File: src/rtl/core/skt_pkg.sv
// ----------------------------------------------------------------------------
// skt_pkg - shared types and constants of the sorted key table
// Table size, key layout, status codes and the command and status groups
// that run between the controller and the datapath.
// ----------------------------------------------------------------------------
package skt_pkg;

  localparam int CAPACITY  = 64;
  localparam int KEY_CHARS = 8;

  localparam int KEY_W    = 64;
  localparam int IDX_W    = $clog2(CAPACITY);
  localparam int CNT_W    = $clog2(CAPACITY + 1);
  localparam int STATUS_W = 2;
  localparam int HANDLE_W = 6;
  localparam int ENTRY_W  = 7;

  localparam int OUT_FIELDS_W = STATUS_W + HANDLE_W + ENTRY_W;
  localparam int OUT_TDATA_W  = ((OUT_FIELDS_W + 7) / 8) * 8;

  // only the top KEY_CHARS bytes of a key take part in a compare
  localparam logic [KEY_W-1:0] KEY_MASK =
    ~((KEY_W'(1) << (KEY_W - 8 * KEY_CHARS)) - KEY_W'(1));

  localparam logic [CNT_W-1:0] CNT_FULL = CNT_W'(CAPACITY);

  localparam logic [STATUS_W-1:0] ST_FOUND     = 2'd0;
  localparam logic [STATUS_W-1:0] ST_INSERTED  = 2'd1;
  localparam logic [STATUS_W-1:0] ST_NOT_FOUND = 2'd2;
  localparam logic [STATUS_W-1:0] ST_FULL      = 2'd3;

  typedef struct packed {
    logic                load;
    logic                search;
    logic                key_rd;
    logic                compare;
    logic                set_status;
    logic [STATUS_W-1:0] status;
    logic                shift_start;
    logic                shift;
    logic                place;
    logic                emit;
  } skt_cmd_t;

  typedef struct packed {
    logic range_open;
    logic hit;
    logic op_insert;
    logic full;
    logic shift_rd;
    logic shift_wpend;
    logic out_free;
  } skt_sts_t;

endpackage

File: src/rtl/core/skt_ctrl.sv
// ----------------------------------------------------------------------------
// skt_ctrl - request sequencer of the sorted key table
// Steps the binary search, the decision, the order-store shift, the
// placement of a new entry and the hand-off to the output register.
// ----------------------------------------------------------------------------
module skt_ctrl (
  input  logic             clk,
  input  logic             rst_n,
  input  logic             in_tvalid,
  output logic             in_tready,
  input  skt_pkg::skt_sts_t sts,
  output skt_pkg::skt_cmd_t cmd
);
  import skt_pkg::*;

  localparam logic [2:0] S_IDLE   = 3'd0;
  localparam logic [2:0] S_SEARCH = 3'd1;
  localparam logic [2:0] S_KEYRD  = 3'd2;
  localparam logic [2:0] S_CMP    = 3'd3;
  localparam logic [2:0] S_DECIDE = 3'd4;
  localparam logic [2:0] S_SHIFT  = 3'd5;
  localparam logic [2:0] S_PLACE  = 3'd6;
  localparam logic [2:0] S_EMIT   = 3'd7;

  logic [2:0] state_r;
  logic [2:0] state_nxt;

  always_ff @(posedge clk) begin
    if (!rst_n) begin
      state_r <= S_IDLE;
    end else begin
      state_r <= state_nxt;
    end
  end

  always_comb begin
    state_nxt = state_r;
    cmd       = '0;
    in_tready = 1'b0;
    unique case (state_r)
      S_IDLE: begin
        in_tready = 1'b1;
        if (in_tvalid) begin
          cmd.load  = 1'b1;
          state_nxt = S_SEARCH;
        end
      end
      S_SEARCH: begin
        if (sts.range_open) begin
          cmd.search = 1'b1;
          state_nxt  = S_KEYRD;
        end else begin
          state_nxt = S_DECIDE;
        end
      end
      S_KEYRD: begin
        cmd.key_rd = 1'b1;
        state_nxt  = S_CMP;
      end
      S_CMP: begin
        cmd.compare = 1'b1;
        state_nxt   = S_SEARCH;
      end
      S_DECIDE: begin
        priority if (sts.hit) begin
          cmd.set_status = 1'b1;
          cmd.status     = ST_FOUND;
          state_nxt      = S_EMIT;
        end else if (!sts.op_insert) begin
          cmd.set_status = 1'b1;
          cmd.status     = ST_NOT_FOUND;
          state_nxt      = S_EMIT;
        end else if (sts.full) begin
          cmd.set_status = 1'b1;
          cmd.status     = ST_FULL;
          state_nxt      = S_EMIT;
        end else begin
          cmd.shift_start = 1'b1;
          state_nxt       = S_SHIFT;
        end
      end
      S_SHIFT: begin
        cmd.shift = 1'b1;
        // leave once every entry above the slot has moved up and landed
        if (!sts.shift_rd && !sts.shift_wpend) begin
          state_nxt = S_PLACE;
        end
      end
      S_PLACE: begin
        cmd.place = 1'b1;
        state_nxt = S_EMIT;
      end
      S_EMIT: begin
        if (sts.out_free) begin
          cmd.emit  = 1'b1;
          state_nxt = S_IDLE;
        end
      end
      default: begin
        state_nxt = S_IDLE;
      end
    endcase
  end

endmodule

File: src/rtl/core/skt_dp.sv
// ----------------------------------------------------------------------------
// skt_dp - datapath of the sorted key table
// Key store and order store memories, binary search bounds, shift pointer,
// entry count and the registered result transaction.
// ----------------------------------------------------------------------------
module skt_dp (
  input  logic                             clk,
  input  logic                             rst_n,
  input  logic                             in_operation,
  input  logic [skt_pkg::KEY_W-1:0]        in_key,
  input  skt_pkg::skt_cmd_t                cmd,
  output skt_pkg::skt_sts_t                sts,
  output logic                             out_tvalid,
  input  logic                             out_tready,
  output logic [skt_pkg::OUT_TDATA_W-1:0]  out_tdata
);
  import skt_pkg::*;

  logic [KEY_W-1:0] key_mem [CAPACITY];
  logic [IDX_W-1:0] ord_mem [CAPACITY];

  logic [KEY_W-1:0]       key_r;
  logic                   op_r;
  logic [CNT_W-1:0]       lo_r;
  logic [CNT_W-1:0]       hi_r;
  logic [IDX_W-1:0]       mid_r;
  logic [IDX_W-1:0]       h_r;
  logic                   found_r;
  logic [CNT_W-1:0]       count_r;
  logic [CNT_W-1:0]       sh_r;
  logic                   wpend_r;
  logic [IDX_W-1:0]       waddr_r;
  logic [STATUS_W-1:0]    status_r;
  logic [HANDLE_W-1:0]    handle_r;
  logic                   out_valid_r;
  logic [OUT_TDATA_W-1:0] out_data_r;

  logic [IDX_W-1:0] ord_q;
  logic [KEY_W-1:0] key_q;

  logic [CNT_W:0]   mid_sum;
  logic [CNT_W:0]   mid_half;
  logic [IDX_W-1:0] mid;
  logic [CNT_W-1:0] sh_dec;
  logic             shift_rd;
  logic [IDX_W-1:0] ord_raddr;
  logic             ord_we;
  logic [IDX_W-1:0] ord_waddr;
  logic [IDX_W-1:0] ord_wdata;
  logic             key_ge;
  logic             key_eq;
  logic             out_free;

  assign mid_sum  = {1'b0, lo_r} + {1'b0, hi_r};
  assign mid_half = mid_sum >> 1;
  assign mid      = mid_half[IDX_W-1:0];
  assign sh_dec   = sh_r - CNT_W'(1);
  assign shift_rd = sh_r > lo_r;
  assign key_ge   = key_q >= key_r;
  assign key_eq   = key_q == key_r;
  assign out_free = !out_valid_r || out_tready;

  assign ord_raddr = cmd.shift ? sh_dec[IDX_W-1:0] : mid;

  always_comb begin
    ord_we    = 1'b0;
    ord_waddr = waddr_r;
    ord_wdata = ord_q;
    priority if (cmd.place) begin
      ord_we    = 1'b1;
      ord_waddr = lo_r[IDX_W-1:0];
      ord_wdata = count_r[IDX_W-1:0];
    end else if (cmd.shift && wpend_r) begin
      ord_we = 1'b1;
    end else begin
      ord_we = 1'b0;
    end
  end

  // order store: one write, one registered read per cycle
  always_ff @(posedge clk) begin
    if (ord_we) begin
      ord_mem[ord_waddr] <= ord_wdata;
    end
    ord_q <= ord_mem[ord_raddr];
  end

  // key store: the read address is the handle just read from the order store
  always_ff @(posedge clk) begin
    if (cmd.place) begin
      key_mem[count_r[IDX_W-1:0]] <= key_r;
    end
    key_q <= key_mem[ord_q];
  end

  always_ff @(posedge clk) begin
    if (!rst_n) begin
      lo_r        <= '0;
      hi_r        <= '0;
      found_r     <= 1'b0;
      count_r     <= '0;
      sh_r        <= '0;
      wpend_r     <= 1'b0;
      out_valid_r <= 1'b0;
    end else begin
      if (cmd.load) begin
        lo_r    <= '0;
        hi_r    <= count_r;
        found_r <= 1'b0;
      end
      if (cmd.compare) begin
        if (key_ge) begin
          hi_r <= CNT_W'(mid_r);
          // a match closes the range at the match itself
          if (key_eq) begin
            lo_r    <= CNT_W'(mid_r);
            found_r <= 1'b1;
          end
        end else begin
          lo_r <= CNT_W'(mid_r) + CNT_W'(1);
        end
      end
      if (cmd.shift_start) begin
        sh_r    <= count_r;
        wpend_r <= 1'b0;
      end
      if (cmd.shift) begin
        if (shift_rd) begin
          sh_r    <= sh_dec;
          wpend_r <= 1'b1;
        end else begin
          wpend_r <= 1'b0;
        end
      end
      if (cmd.place) begin
        count_r <= count_r + CNT_W'(1);
      end
      if (cmd.emit) begin
        out_valid_r <= 1'b1;
      end else if (out_tready) begin
        out_valid_r <= 1'b0;
      end
    end
  end

  always_ff @(posedge clk) begin
    if (cmd.load) begin
      key_r <= in_key & KEY_MASK;
      op_r  <= in_operation;
    end
    if (cmd.search) begin
      mid_r <= mid;
    end
    if (cmd.key_rd) begin
      h_r <= ord_q;
    end
    if (cmd.compare && key_ge && key_eq) begin
      handle_r <= HANDLE_W'(h_r);
    end
    if (cmd.shift && shift_rd) begin
      waddr_r <= sh_r[IDX_W-1:0];
    end
    if (cmd.set_status) begin
      status_r <= cmd.status;
      if (cmd.status != ST_FOUND) begin
        handle_r <= '0;
      end
    end
    if (cmd.place) begin
      status_r <= ST_INSERTED;
      handle_r <= HANDLE_W'(count_r[IDX_W-1:0]);
    end
    if (cmd.emit) begin
      out_data_r <= OUT_TDATA_W'({ENTRY_W'(count_r), handle_r, status_r});
    end
  end

  assign sts.range_open  = lo_r < hi_r;
  assign sts.hit         = found_r;
  assign sts.op_insert   = op_r;
  assign sts.full        = count_r == CNT_FULL;
  assign sts.shift_rd    = shift_rd;
  assign sts.shift_wpend = wpend_r;
  assign sts.out_free    = out_free;

  assign out_tvalid = out_valid_r;
  assign out_tdata  = out_data_r;

  a_place_not_full: assert property (@(posedge clk) disable iff (!rst_n)
    cmd.place |-> count_r < CNT_FULL)
    else $error("entry placed into a full table");

  a_place_after_shift: assert property (@(posedge clk) disable iff (!rst_n)
    cmd.place |-> !wpend_r && (sh_r == lo_r))
    else $error("entry placed before the order shift completed");

  a_search_range: assert property (@(posedge clk) disable iff (!rst_n)
    cmd.compare |=> (lo_r <= hi_r) && (hi_r <= count_r))
    else $error("search bounds out of order");

  a_emit_no_overwrite: assert property (@(posedge clk) disable iff (!rst_n)
    cmd.emit |-> !out_valid_r || out_tready)
    else $error("result overwritten before it was taken");

endmodule

File: src/rtl/core/sorted_key_table_find_or_insert.sv
// ----------------------------------------------------------------------------
// sorted_key_table_find_or_insert - sorted key table with find-or-insert
// Holds up to 64 eight-character keys in ascending order and answers each
// lookup or insert with a status, a stable entry handle and the entry count.
// ----------------------------------------------------------------------------
// Usage:
//   Input channel in_*: in_tdata carries the key (first character in the top
//   byte), in_tuser[0] the operation (0 find, 1 find or insert). One
//   transaction is taken at a time; in_tready is high only while idle.
//   Result channel out_*: one transaction per request, held in an output
//   register until taken, so the next request is accepted while it waits.
//   Sequence: a binary search over the order store runs through the search,
//   key read and compare states per step, up to 7 steps, then a range check
//   and a decision; an insert then moves every higher entry of the order
//   store up by one, one entry per cycle, then drains the shift and places
//   the new entry. The two stores have chained registered reads (order
//   store, then key store) and one write per cycle each.
//   Reset: clears the entry count and the control state; store contents are
//   not cleared, since entries at or above the count are never used.
//   When the receiver stalls, the finished result holds on out_tdata and the
//   next request waits in its final step until the output register frees.
// ----------------------------------------------------------------------------
module sorted_key_table_find_or_insert (
  input  logic                            clk,
  input  logic                            rst_n,
  input  logic                            in_tvalid,
  output logic                            in_tready,
  input  logic [skt_pkg::KEY_W-1:0]       in_tdata,  // [63:0] key
  input  logic                            in_tuser,  // [0] operation
  output logic                            out_tvalid,
  input  logic                            out_tready,
  output logic [skt_pkg::OUT_TDATA_W-1:0] out_tdata  // [1:0] status, [7:2] handle,
                                                     // [14:8] entry_count, [15] zero
);
  import skt_pkg::*;

  skt_cmd_t cmd;
  skt_sts_t sts;

  skt_ctrl u_ctrl (
    .clk       (clk),
    .rst_n     (rst_n),
    .in_tvalid (in_tvalid),
    .in_tready (in_tready),
    .sts       (sts),
    .cmd       (cmd)
  );

  skt_dp u_dp (
    .clk          (clk),
    .rst_n        (rst_n),
    .in_operation (in_tuser),
    .in_key       (in_tdata),
    .cmd          (cmd),
    .sts          (sts),
    .out_tvalid   (out_tvalid),
    .out_tready   (out_tready),
    .out_tdata    (out_tdata)
  );

endmodule

File: config.mk
export PLATFORM = sky130hd
export DESIGN_NAME = sorted_key_table_find_or_insert
export DESIGN_NICKNAME = d
export VERILOG_FILES = /design/src/rtl/core/skt_pkg.sv /design/src/rtl/core/skt_ctrl.sv /design/src/rtl/core/skt_dp.sv /design/src/rtl/core/sorted_key_table_find_or_insert.sv
export SDC_FILE = /design/constraint.sdc
export NUM_CORES = 2
export LEC_CHECK = 0
export BUFFER_PORTS_ARGS = -buffer_cell sky130_fd_sc_hd__buf_2
export CAP_MARGIN = 20
export CORE_MARGIN = 5
export CORE_UTILIZATION = 40
export CTS_BUF_LIST = sky130_fd_sc_hd__clkbuf_8
export CTS_CLUSTER_SIZE = 20
export DETAILED_ROUTE_END_ITERATION = 10
export PLACE_DENSITY_LB_ADDON = 0.3
export SYNTH_ARGS = -nofsm -noshare
export SYNTH_HDL_FRONTEND = slang
export SYNTH_MEMORY_MAX_BITS = 65536
export SYNTH_SLANG_ARGS = --single-unit
File: constraint.sdc
create_clock -name clk -period 7.7 [get_ports clk]
set_input_delay 0 -clock clk [delete_from_list [all_inputs] [get_ports clk]]
set_output_delay 0 -clock clk [all_outputs]
set_load 0.005 [all_outputs]
==> results.rst <==
.. list-table::
   :header-rows: 1

   * - Metric
     - Value
   * - WP data arrival
     - 5920 ps
   * - Post-layout minimum cycle time
     - 4825 ps
   * - Primary flip-flop cell chosen by synthesis mapping
     - sky130_fd_sc_hd__edfxtp_1
   * - Average wire per standard cell
     - 33.54 µm
   * - Port Buffer Count
     - 85
   * - Setup repair after global routing missed its margin
     - no
   * - Count of flip-flops with a built-in enable after synthesis
     - 4578
   * - Nets
     - 8376
   * - Post-layout utilization of the core
     - 45.82%
   * - Clock buffers created by TritonCTS
     - 740
   * - Number of remaining DRC errors
     - 0
   * - Area growth, synth to finish
     - 14.06%
   * - Final antenna-violating net count
     - 0
   * - Cell type of the slowest stage on the worst timing path
     - sky130_fd_sc_hd__a2111oi_4
   * - Category of the critical setup timing path
     - reg -> reg
   * - Congestion Overflow GR
     - 0
   * - Initial antenna violation count
     - 36
   * - Synthesis-stage register bit count
     - 4690
   * - Fraction of final layout cells with drive strength greater than 1
     - 31.84%
   * - Final wirelength
     - 495300 µm
   * - Initial DRT Pass Iterations
     - 6
   * - Power density over the cells
     - 310.8 nW/µm²
   * - Share of synthesized registers carrying an async set or reset
     - 0%
   * - Half-perimeter wire length of the detailed placement result
     - 244000 µm
   * - Root Buffer
     - sky130_fd_sc_hd__clkbuf_8
   * - Slew margin rel.
     - 21.52%
   * - Leading cell type in the layout, fill and taps excluded
     - sky130_fd_sc_hd__edfxtp_1
   * - Post-Syn Area
     - 178900 µm²
   * - Yosys warning total
     - 0
   * - Worst ir drop on vdd
     - 0.0002923 V
   * - Weighted congestion reported at the end of routability-driven placement
     - 0.7998
   * - Hold buffers post-CTS
     - 162
   * - Number of rows in the core area
     - 245
   * - Number of buffers inserted by post-CTS setup repair
     - 0
   * - Average size of a mapped cell
     - 24.43 µm²
   * - Clock slew at reported path FFs
     - 60 ps
   * - Count of cells resized by post-cts repair
     - 0
   * - Wire length of the first global-routing pass
     - 688900 µm
   * - Critical path buffers and inverters
     - 4
   * - Top cell family by delay on the critical path
     - simple AND/OR/NAND/NOR gates
   * - Core Region
     - 445400 µm²
   * - Largest fanout on the critical path
     - 65
   * - Static leakage power
     - 64.25 nW
   * - Area of the die
     - 460800 µm²
   * - Element type at the critical path start
     - flop
   * - Tightest Pin Transition
     - 1177 ps
   * - Maximum count of clock buffers along a single path
     - 4
   * - Level count of the clock H-tree
     - 6
   * - Stages on the worst setup path
     - 13
   * - Fmax achieved
     - 207.3 MHz
   * - Count of pins over their slew limit
     - 0
   * - Hold Path Cell Cnt
     - 3
   * - Syn Nets
     - 7479
   * - Share of synthesized area occupied by flip-flops and latches
     - 78.08%
   * - Required time worst endpoint
     - 8800 ps
   * - Worst min path class
     - in -> reg
   * - Max-cap violations
     - 0
   * - Max Clock Skew
     - 68.36 ps
   * - Synthesized netlist cell count
     - 7323
   * - CTS tree
     - built
   * - Initial Utilization
     - 40.17%
   * - Netlist cell types
     - 68
   * - Filler cell count in the final layout
     - 36470
   * - Critical Path, Cell by Cell
     - buf_4 -> inv_1 -> ha_1 -> nand4_1 -> nor4_2 -> buf_4 -> nand4_1 -> and2b_1 -> a2111oi_4 -> and2_4 -> o2bb2ai_1 -> o21a_1 -> dlygate4sd3_1
   * - Status
     - finished clean
   * - Commonest cells after routing, fill and taps aside
     - sky130_fd_sc_hd__edfxtp_1, sky130_fd_sc_hd__mux4_2, sky130_fd_sc_hd__clkbuf_8
   * - Endpoints failing hold
     - 0
   * - Maximum cell stage delay along the critical path
     - 990 ps
   * - Die extent in x
     - 678.8 µm
   * - Final period utilization
     - 62.66%
   * - Ports
     - 87
   * - Number of cell instances on the worst register-to-register path
     - 13
   * - All-Layer GR Usage
     - 21.08%
   * - Chip height
     - 678.8 µm
   * - Clock network latency to the later pin of the worst-skew pair
     - 1220 ps
   * - Number of design-rule violations left by the first detailed-router iteration
     - 11480
   * - Final setup vio count
     - 0
   * - Via count of the first global-routing pass
     - 87280
   * - Aggregate negative setup slack
     - 0 ps
   * - Vias after detailed routing
     - 86210
   * - Largest net degree at the start of global routing
     - 149
   * - Endpoint class of the critical path
     - flop
   * - Sinks on the clock net
     - 4690
   * - Vias per cell
     - 5.837
-- logic make-up after synthesis --
logic type	synth area share, %
xor+xnor	0.05874
other cells	0.002096
mux	18.75
fa+ha+maj	0.6125
compound gates	0.5174
simple gates	0.9866
flops	78.08
buf+inv	0.9894
-- power by group --
part,total [mW],internal [mW],switching [mW]
registers,29.6,29.2,0.404
logic,14.0,6.85,7.17
clock network,19.8,9.93,9.91
-- synthesized netlist by cell type, drive strengths merged, types with 6 or more instances --
| library cell | instances | area (µm²) |
|---|---|---|
| o211ai | 6 | 45.04 |
| buf | 145 | 621.8 |
| o21a | 6 | 45.04 |
| o21ai | 34 | 173.9 |
| nand2b | 11 | 68.82 |
| nor4 | 8 | 50.05 |
| dfxtp | 112 | 2242 |
| nand3 | 28 | 145.1 |
| nor2b | 9 | 56.30 |
| a21o | 9 | 67.56 |
| mux4 | 1440 | 32430 |
| nor2 | 170 | 638.1 |
| xnor2 | 6 | 52.55 |
| xor2 | 6 | 52.55 |
| nand2 | 88 | 330.3 |
| a21oi | 50 | 265.3 |
| edfxtp | 4578 | 137500 |
| and2 | 6 | 40.04 |
| nand4 | 24 | 150.1 |
| nor3 | 20 | 105.1 |
| mux2i | 111 | 1111 |
| clkbuf | 211 | 792.0 |
| inv | 94 | 352.8 |
| ha | 86 | 1076 |
-- registers in the layout (all words and copies together) (netlist names), 7 cells and up --
signal          count
u_dp.lo_r           7
u_dp.key_r         64
u_dp.key_q         64
u_dp.ord_mem      384
u_dp.hi_r           7
u_dp.count_r        7
u_dp.out_tdata     15
u_dp.sh_r           7
u_dp.key_mem     4096
-- stage by stage --
| stage | power [mW] | setup WS [ps] | hold WS, ps | std cells | area [µm²] |
|---|---|---|---|---|---|
| after floorplan | 39.93 | 739.7 | 98.87 | 7323 | 178900 |
| after global placement | 44.03 | 2867 | 181.4 | 13240 | 188400 |
| after detailed placement | 44.16 | 3109 | 178.8 | 13240 | 188500 |
| after CTS | 63.95 | 3010 | 2.229 | 14750 | 204000 |
| after global routing | 65.88 | 2745 | 61.40 | 14760 | 204100 |
| final | 63.43 | 2875 | 87.95 | 14770 | 204100 |
-- worst paths after layout --
check | slack [ps] | from | endpoint
setup / recovery | 2880 | u_dp.key_r[63]$_DFFE_PP_ | u_dp.lo_r[0]$_SDFF_PN0_
hold / removal | 90 | in_tdata[24] | u_dp.key_r[24]$_DFFE_PP_
hold reg to reg | 450 | u_dp.status_r[0]$_SDFFE_PP1P_ | u_dp.out_tdata[0]$_DFFE_PP_
setup reg to reg | 2880 | u_dp.key_r[63]$_DFFE_PP_ | u_dp.lo_r[0]$_SDFF_PN0_
-- tightest hold or removal path: cells and delay by family --
| family | cells | cell delay [ps] |
|---|---|---|
| buf+inv | 3 | 1190 |
-- layer usage --
| layer | vias up | global-route usage, % | wire [µm] |
|---|---|---|---|
| met5 | - | 0 | 41 |
| met4 | 6 | 6.551 | 15430 |
| met3 | 856 | 3.930 | 42300 |
| met2 | 4568 | 33.54 | 238100 |
| met1 | 47240 | 29.77 | 199400 |
| li1 | 33540 | - | - |
-- layout make-up --
type / instances / area (µm²) / share of cell area (%)
inverter: 95 / 361.6 / 0.1772
multi-input combinational: 2182 / 38000 / 18.62
clock inverter: 560 / 2983 / 1.462
tap: 5928 / 7417 / 3.634
clock buffer: 788 / 10850 / 5.314
antenna: 14 / 35.03 / 0.01717
sequential: 4690 / 139700 / 68.47
timing repair buffer: 511 / 4718 / 2.312
No activity file was read; power rests on OpenSTA's default activity.
